File: src/sv/hfmf_pkg.sv
// Shared constants and types for the half-float to mixed-fraction decoder.
package hfmf_pkg;

	// binary16 layout
	localparam int unsigned HalfW   = 16;
	localparam int unsigned MantW   = 10;
	localparam int unsigned ExpW    = 5;
	localparam int unsigned SigW    = MantW + 1;
	localparam int unsigned HalfBias = 15;

	// result field widths
	localparam int unsigned ClassW = 2;
	localparam int unsigned IntW   = 16;
	localparam int unsigned NumW   = 24;
	localparam int unsigned DenW   = 25;

	// packed stream widths
	localparam int unsigned InDataW  = 16;
	localparam int unsigned OutBitsW = ClassW + 1 + IntW + NumW + DenW;
	localparam int unsigned OutDataW = ((OutBitsW + 7) / 8) * 8;

	// exponent codes
	localparam logic [ExpW-1:0] ExpAllOnes = 5'd31;
	localparam logic [ExpW-1:0] ExpZero    = 5'd0;
	// exponent at which the right shift reaches zero: bias + mantissa bits
	localparam logic [ExpW-1:0] ExpUnity   = 5'(HalfBias + MantW);
	// right shift for subnormals: mantissa bits + bias - 1
	localparam logic [4:0]      SubShift   = 5'(MantW + HalfBias - 1);

	// value class codes
	typedef enum logic [ClassW-1:0] {
		CLASS_FINITE  = 2'd0,
		CLASS_POS_INF = 2'd1,
		CLASS_NEG_INF = 2'd2,
		CLASS_NAN     = 2'd3
	} value_class_t;

endpackage

File: src/sv/half_float_to_mixed_fraction_core.sv
// Pipelined decoder from a binary16 word to class, sign, integer part and reduced fraction.
// Each input transfer reaches the output port through the stage registers s1, s2, s3 and s4.
// Throughput: one word per cycle; the four register stages advance independently,
// so a bubble closes up and a stall on the output holds every stage in place.
// Stage depth is set by the barrel shifters in stages 2 and 4.
// Reset: arst_n low clears all stage valid bits at once; payload registers are not reset.
module half_float_to_mixed_fraction_core
	import hfmf_pkg::*;
(
	input  logic                clk,
	input  logic                arst_n,
	// s_tdata fields from bit 0 up: half_bits[15:0]
	input  logic                s_tvalid,
	output logic                s_tready,
	input  logic [InDataW-1:0]  s_tdata,
	// m_tdata fields from bit 0 up: value_class[1:0], negative[2], integer_part[18:3],
	// numerator[42:19], denominator[67:43], zero fill[71:68]
	output logic                m_tvalid,
	input  logic                m_tready,
	output logic [OutDataW-1:0] m_tdata
);

	// stage load enables
	logic en_s1, en_s2, en_s3, en_s4;
	logic v_s1, v_s2, v_s3, v_s4;

	// stage 1 registers
	value_class_t      cls_s1;
	logic              neg_s1;
	logic [SigW-1:0]   sig_s1;
	logic              left_s1;
	logic [2:0]        lsh_s1;
	logic [4:0]        rsh_s1;

	// stage 2 registers
	value_class_t      cls_s2;
	logic              neg_s2;
	logic [IntW-1:0]   ipart_s2;
	logic [SigW-1:0]   fr_s2;
	logic [4:0]        k_s2;

	// stage 3 registers
	value_class_t      cls_s3;
	logic              neg_s3;
	logic [IntW-1:0]   ipart_s3;
	logic [SigW-1:0]   fr_s3;
	logic [4:0]        k_s3;
	logic [3:0]        tz_s3;

	// stage 4 registers, the output register
	value_class_t      cls_s4;
	logic              neg_s4;
	logic [IntW-1:0]   ipart_s4;
	logic [NumW-1:0]   num_s4;
	logic [DenW-1:0]   den_s4;

	// a stage loads when it is empty or its content moves on
	assign en_s4    = !v_s4 || m_tready;
	assign en_s3    = !v_s3 || en_s4;
	assign en_s2    = !v_s2 || en_s3;
	assign en_s1    = !v_s1 || en_s2;
	assign s_tready = en_s1;

	// advance valid bits
	always_ff @(posedge clk or negedge arst_n) begin
		if (!arst_n) begin
			v_s1 <= 1'b0;
			v_s2 <= 1'b0;
			v_s3 <= 1'b0;
			v_s4 <= 1'b0;
		end else begin
			if (en_s1) v_s1 <= s_tvalid;
			if (en_s2) v_s2 <= v_s1;
			if (en_s3) v_s3 <= v_s2;
			if (en_s4) v_s4 <= v_s3;
		end
	end

	// stage 1: split the word, classify, pick the shift direction and amount
	logic              in_sign;
	logic [ExpW-1:0]   in_exp;
	logic [MantW-1:0]  in_mant;
	value_class_t      cls_d1;
	logic [SigW-1:0]   sig_d1;
	logic              left_d1;
	logic [2:0]        lsh_d1;
	logic [4:0]        rsh_d1;

	always_comb begin
		in_sign = s_tdata[HalfW-1];
		in_exp  = s_tdata[MantW +: ExpW];
		in_mant = s_tdata[MantW-1:0];
		cls_d1  = CLASS_FINITE;
		sig_d1  = {1'b1, in_mant};
		left_d1 = 1'b0;
		lsh_d1  = 3'd0;
		rsh_d1  = 5'd0;
		if (in_exp == ExpAllOnes) begin
			// infinities and NaN carry no magnitude
			sig_d1 = '0;
			if (in_mant != '0)
				cls_d1 = CLASS_NAN;
			else if (in_sign)
				cls_d1 = CLASS_NEG_INF;
			else
				cls_d1 = CLASS_POS_INF;
		end else if (in_exp == ExpZero) begin
			// subnormal: no hidden one, exponent 1 - bias
			sig_d1 = {1'b0, in_mant};
			rsh_d1 = SubShift;
		end else if (in_exp >= ExpUnity) begin
			left_d1 = 1'b1;
			lsh_d1  = 3'(in_exp - ExpUnity);
		end else begin
			rsh_d1 = ExpUnity - in_exp;
		end
	end

	always_ff @(posedge clk) begin
		if (en_s1) begin
			cls_s1  <= cls_d1;
			neg_s1  <= in_sign;
			sig_s1  <= sig_d1;
			left_s1 <= left_d1;
			lsh_s1  <= lsh_d1;
			rsh_s1  <= rsh_d1;
		end
	end

	// stage 2: integer part by shifting, fraction bits by masking
	logic [IntW-1:0]  sig_ext;
	logic [DenW-1:0]  mask_w;
	logic [IntW-1:0]  ipart_d2;
	logic [SigW-1:0]  fr_d2;

	always_comb begin
		sig_ext = {{(IntW-SigW){1'b0}}, sig_s1};
		mask_w  = (DenW'(1) << rsh_s1) - DenW'(1);
		if (left_s1) begin
			ipart_d2 = sig_ext << lsh_s1;
			fr_d2    = '0;
		end else begin
			ipart_d2 = sig_ext >> rsh_s1;
			fr_d2    = sig_s1 & mask_w[SigW-1:0];
		end
	end

	always_ff @(posedge clk) begin
		if (en_s2) begin
			cls_s2   <= cls_s1;
			neg_s2   <= neg_s1;
			ipart_s2 <= ipart_d2;
			fr_s2    <= fr_d2;
			k_s2     <= rsh_s1;
		end
	end

	// stage 3: locate the lowest set bit of the fraction
	logic [3:0] tz_d3;

	always_comb begin
		tz_d3 = 4'd0;
		for (int i = SigW - 1; i >= 0; i--) begin
			if (fr_s2[i]) tz_d3 = 4'(i);
		end
	end

	always_ff @(posedge clk) begin
		if (en_s3) begin
			cls_s3   <= cls_s2;
			neg_s3   <= neg_s2;
			ipart_s3 <= ipart_s2;
			fr_s3    <= fr_s2;
			k_s3     <= k_s2;
			tz_s3    <= tz_d3;
		end
	end

	// stage 4: strip trailing zeros and form the power-of-two denominator
	logic [SigW-1:0] num_d4;
	logic [4:0]      dexp_d4;
	logic [DenW-1:0] den_d4;

	always_comb begin
		num_d4  = fr_s3 >> tz_s3;
		dexp_d4 = k_s3 - 5'(tz_s3);
		if (fr_s3 == '0)
			den_d4 = DenW'(1);
		else
			den_d4 = DenW'(1) << dexp_d4;
	end

	always_ff @(posedge clk) begin
		if (en_s4) begin
			cls_s4   <= cls_s3;
			neg_s4   <= neg_s3;
			ipart_s4 <= ipart_s3;
			num_s4   <= {{(NumW-SigW){1'b0}}, num_d4};
			den_s4   <= den_d4;
		end
	end

	// pack the result
	assign m_tvalid = v_s4;
	assign m_tdata  = {{(OutDataW-OutBitsW){1'b0}}, den_s4, num_s4, ipart_s4, neg_s4, cls_s4};

endmodule

File: config.mk
export PLATFORM = sky130hd
export DESIGN_NAME = half_float_to_mixed_fraction_core
export DESIGN_NICKNAME = d
export VERILOG_FILES = /design/src/sv/hfmf_pkg.sv /design/src/sv/half_float_to_mixed_fraction_core.sv
export SDC_FILE = /design/constraint.sdc
export NUM_CORES = 1
export LEC_CHECK = 0
export BUFFER_PORTS_ARGS = -buffer_cell sky130_fd_sc_hd__buf_2
export CAP_MARGIN = 5
export CORE_ASPECT_RATIO = 0.6
export CORE_MARGIN = 2
export CORE_UTILIZATION = 40
export DETAILED_ROUTE_END_ITERATION = 8
export MAX_ROUTING_LAYER = met4
export SLEW_MARGIN = 5
export SYNTH_ARGS = -nofsm -noshare
export SYNTH_HDL_FRONTEND = slang
export SYNTH_SLANG_ARGS = --single-unit
export TNS_END_PERCENT = 1
File: constraint.sdc
create_clock -name clk -period 2.7 [get_ports clk]
set_input_delay 0.27 -clock clk [delete_from_list [all_inputs] [get_ports clk]]
set_output_delay 0.27 -clock clk [all_outputs]
set_load 0.005 [all_outputs]
==> flow_metrics.tcl <==
set metrics [dict create \
    outcome "complete, no violations" \
    clock_latency_on_the_worst_skew_pair_ns 0.43 \
    period_needed_ns 2.466 \
    cts_root_buffer "clkbuf_16" \
    cts.htree.levels 4 \
    power_per_cell_area_nw_per_um2 897.3 \
    die_w_um 178.0 \
    postLayoutSetupSlackWorst_ns 0.2344 \
    finalWirelength_um 14330 \
    rsz_0062_raised_after_global_routing "no" \
    detail_route.vias_per_cell 5.158 \
    detail_route.drc_violations 0 \
    final_core_util_pct 47.49 \
    cts_tree "yes" \
    synth_cells 530 \
    cts_buf_count 17 \
    grt_overflow_total 0 \
    worstPathArrival_ns 2.72 \
    post_synth_num_cell_types 65 \
    endpoints_failing_hold 0 \
    antenna_found_initial 0 \
    pin_slew_with_the_least_headroom_to_its_limit_ns 0.7258 \
    finalSetupTns_ns 0 \
    total_setup_violations_reported_at_the_end_of_the_flow 0 \
    regArea_sq_um 4664 \
    hpwlAfterDp_um 9937 \
    crit_fanout 8 \
    grt_pass1_wl_um 22220 \
    clockBufferDepth 2 \
    postSynthRegisterBits 156 \
    worst_slew_margin_relative_to_its_limit_pct 51.61 \
    grt_util_overall_pct 15.92 \
    chipHeight_um 108.4 \
    worst_hold_path_type "input pin to flop" \
    max_slew_vio_count 0 \
    clock_sinks 156 \
    type_of_element_capturing_the_critical_path "flop" \
    synth_area_per_cell_sq_um 13.70 \
    path_clk_slew_ns 0.07 \
    achievable-frequency_mhz 405.6 \
    async_flop_share_pct 2.564 \
    wire_per_inst_um 16.49 \
    path_class "flop to flop" \
    final_layout_size_suffix_gt1_share_pct 24.17 \
    synth.top_cells.by_area "edfxtp_1 63%, mux2i_1 5.1%, mux4_2 3.1%, nor2_1 2.1%, buf_4 1.9%" \
    layout.nets 646 \
    initialDrtViolationCount 546 \
    gp_routability_congestion 0.8823 \
    maximum_number_of_pins_on_one_net_before_global_route_repair 56 \
    multi_input_area_sq_um 2349 \
    drt-pass1-iter-count 5 \
    mappedNetlistArea_sq_um 7263 \
    placement.io_buffers 76 \
    critPathRequiredTime_ns 2.95 \
    post-route-period-util_pct 91.32 \
    ir_worst_vdd_v 0.0004931 \
    cts_setup_buffers 0 \
    synth_area_leader_cell "edfxtp_1" \
    number_of_enable_flip_flop_cells_after_synthesis 152 \
    fillerInstances 1578 \
    worst_setup_path_start_kind "flop" \
    ys_dominant_reg_cell "edfxtp_1" \
    synth_top_area_share_pct 62.84 \
    total_number_of_vias 4482 \
    timing.max_cap.violations 0 \
    yosys.cell_count.top_type "edfxtp_1" \
    core_sq_um 17920 \
    number_of_i_o_pins 94 \
    static-leakage-power_uw 0.003271 \
    antenna_left 0 \
    place_worst_setup_slack_ns 0.2478 \
    design.die.area_sq_um 19290 \
    floorplan.rows 38 \
    ys_top_cells_by_count "152 x edfxtp_1, 41 x nor2_1, 37 x mux2i_1" \
    grt_pass1_vias 4005 \
    num_antenna_cells 0 \
    worst_clock_skew_ns 0.01225 \
    total_of_warnings_raised_by_yosys 0 \
    cts_repair_resize_count 0 \
    start_util_pct 40.52 \
    area_growth_syn_to_layout_pct 17.21 \
    sequential_element_share_of_the_synthesized_area_pct 64.22 \
]
## metal layers
layer	part of all wire, %	vias up	routed length, um	global-route usage [%]
li1	-	2166	-	-
met1	50	2109	7166	23.97
met2	40	191	5731	20.40
met3	8.6	16	1227	4.044
met4	1.5	0	208	5.679
met5	0	-	0	-
## metrics by stage
step	instance area (sq um)	total power, uW	cells	hold WS, ns
2_1_floorplan	7323	4664	546	-0.02559
3_3_place_gp	7893	5188	836	0.07483
3_5_place_dp	7893	5227	836	0.08138
4_1_cts	8513	7687	869	0.02309
5_1_grt	8513	8023	869	0.02003
6_report	8513	7639	869	0.03308
## where the power goes
group	switching, uW	total [uW]	internal, uW
clock network	979	2450	1470
registers	245	3500	3260
logic	981	1680	702
total	2210	7640	5430
## timing repair
| item | in CTS | in global routing |
|---|---|---|
| hold buffers | 1 | 0 |
| hold endpoints to repair | 4 | 0 |
| endpoints found under the setup margin | 0 | 0 |
## cells in the final DEF (no fill, tap or decap), drive strengths merged, types with 6 or more instances in the layout
master / n
mux4: 10
nand2: 26
nand3: 10
o21ai: 18
buf: 95
nor3b: 9
mux2i: 37
a21oi: 18
clkbuf: 17
and2: 11
clkinv: 8
nor2b: 10
nand2b: 10
nor3: 11
edfxtp: 152
nor2: 41
ha: 9
inv: 19
o211ai: 6
conb: 17
nor4: 15
## path summary, 6_finish.rpt
path | from | to | slack [ns] | depth (start not counted)
setup / recovery | k_s3[0]$_DFFE_PP_ | den_s4[9]$_SDFFCE_PP0P_ | 0.23 | 8
hold / removal | s_tvalid | v_s1$_DFFE_PN0P_ | 0.03 | 2
setup reg to reg | k_s3[0]$_DFFE_PP_ | den_s4[9]$_SDFFCE_PP0P_ | 0.23 | 8
hold reg to reg | ipart_s3[4]$_DFFE_PP_ | ipart_s4[4]$_DFFE_PP_ | 0.42 | 0
max in group asynchronous | arst_n | m_tvalid$_DFFE_PN0P_ | 2.41 | 2
min in group asynchronous | arst_n | v_s2$_DFFE_PN0P_ | 0.17 | 2
## logic make-up after synthesis
| family | synth area share [%] |
|---|---|
| mux | 8.975 |
| compound gates | 7.477 |
| xor+xnor | 0.4824 |
| fa+ha+maj | 1.826 |
| buf+inv | 4.272 |
| flops | 64.22 |
| other cells | 0.05163 |
| simple gates | 12.70 |
## layout make-up
type                       instances  share of cell area, %
clock buffer                      17                  4.997
clock inverter                    15                  2.175
inverter                          15                 0.6614
multi-input combinational        330                  27.59
sequential                       156                  54.79
tap                              240                  3.527
timing repair buffer              96                  6.261
## sequential cells by signal, summed over array words and instances, names as in the netlist, 2 cells and up
name	flops
cls_s4	2
cls_s2	2
sig_s1	11
k_s2	5
fr_s2	11
ipart_s2	16
lsh_s1	3
ipart_s4	16
tz_s3	4
cls_s1	2
ipart_s3	16
rsh_s1	5
cls_s3	2
fr_s3	11
num_s4	11
k_s3	5
den_s4	25
## critical path, stage by stage (launching register included)
cell and delay, ns:
edfxtp_1 0.37, inv_1 0.06, ha_1 0.15, inv_1 0.05
fa_1 0.45, a211oi_2 0.36, nor2_1 0.12, or4_4 0.59
nor4_4 0.15
(Power assumes the default switching activity.)
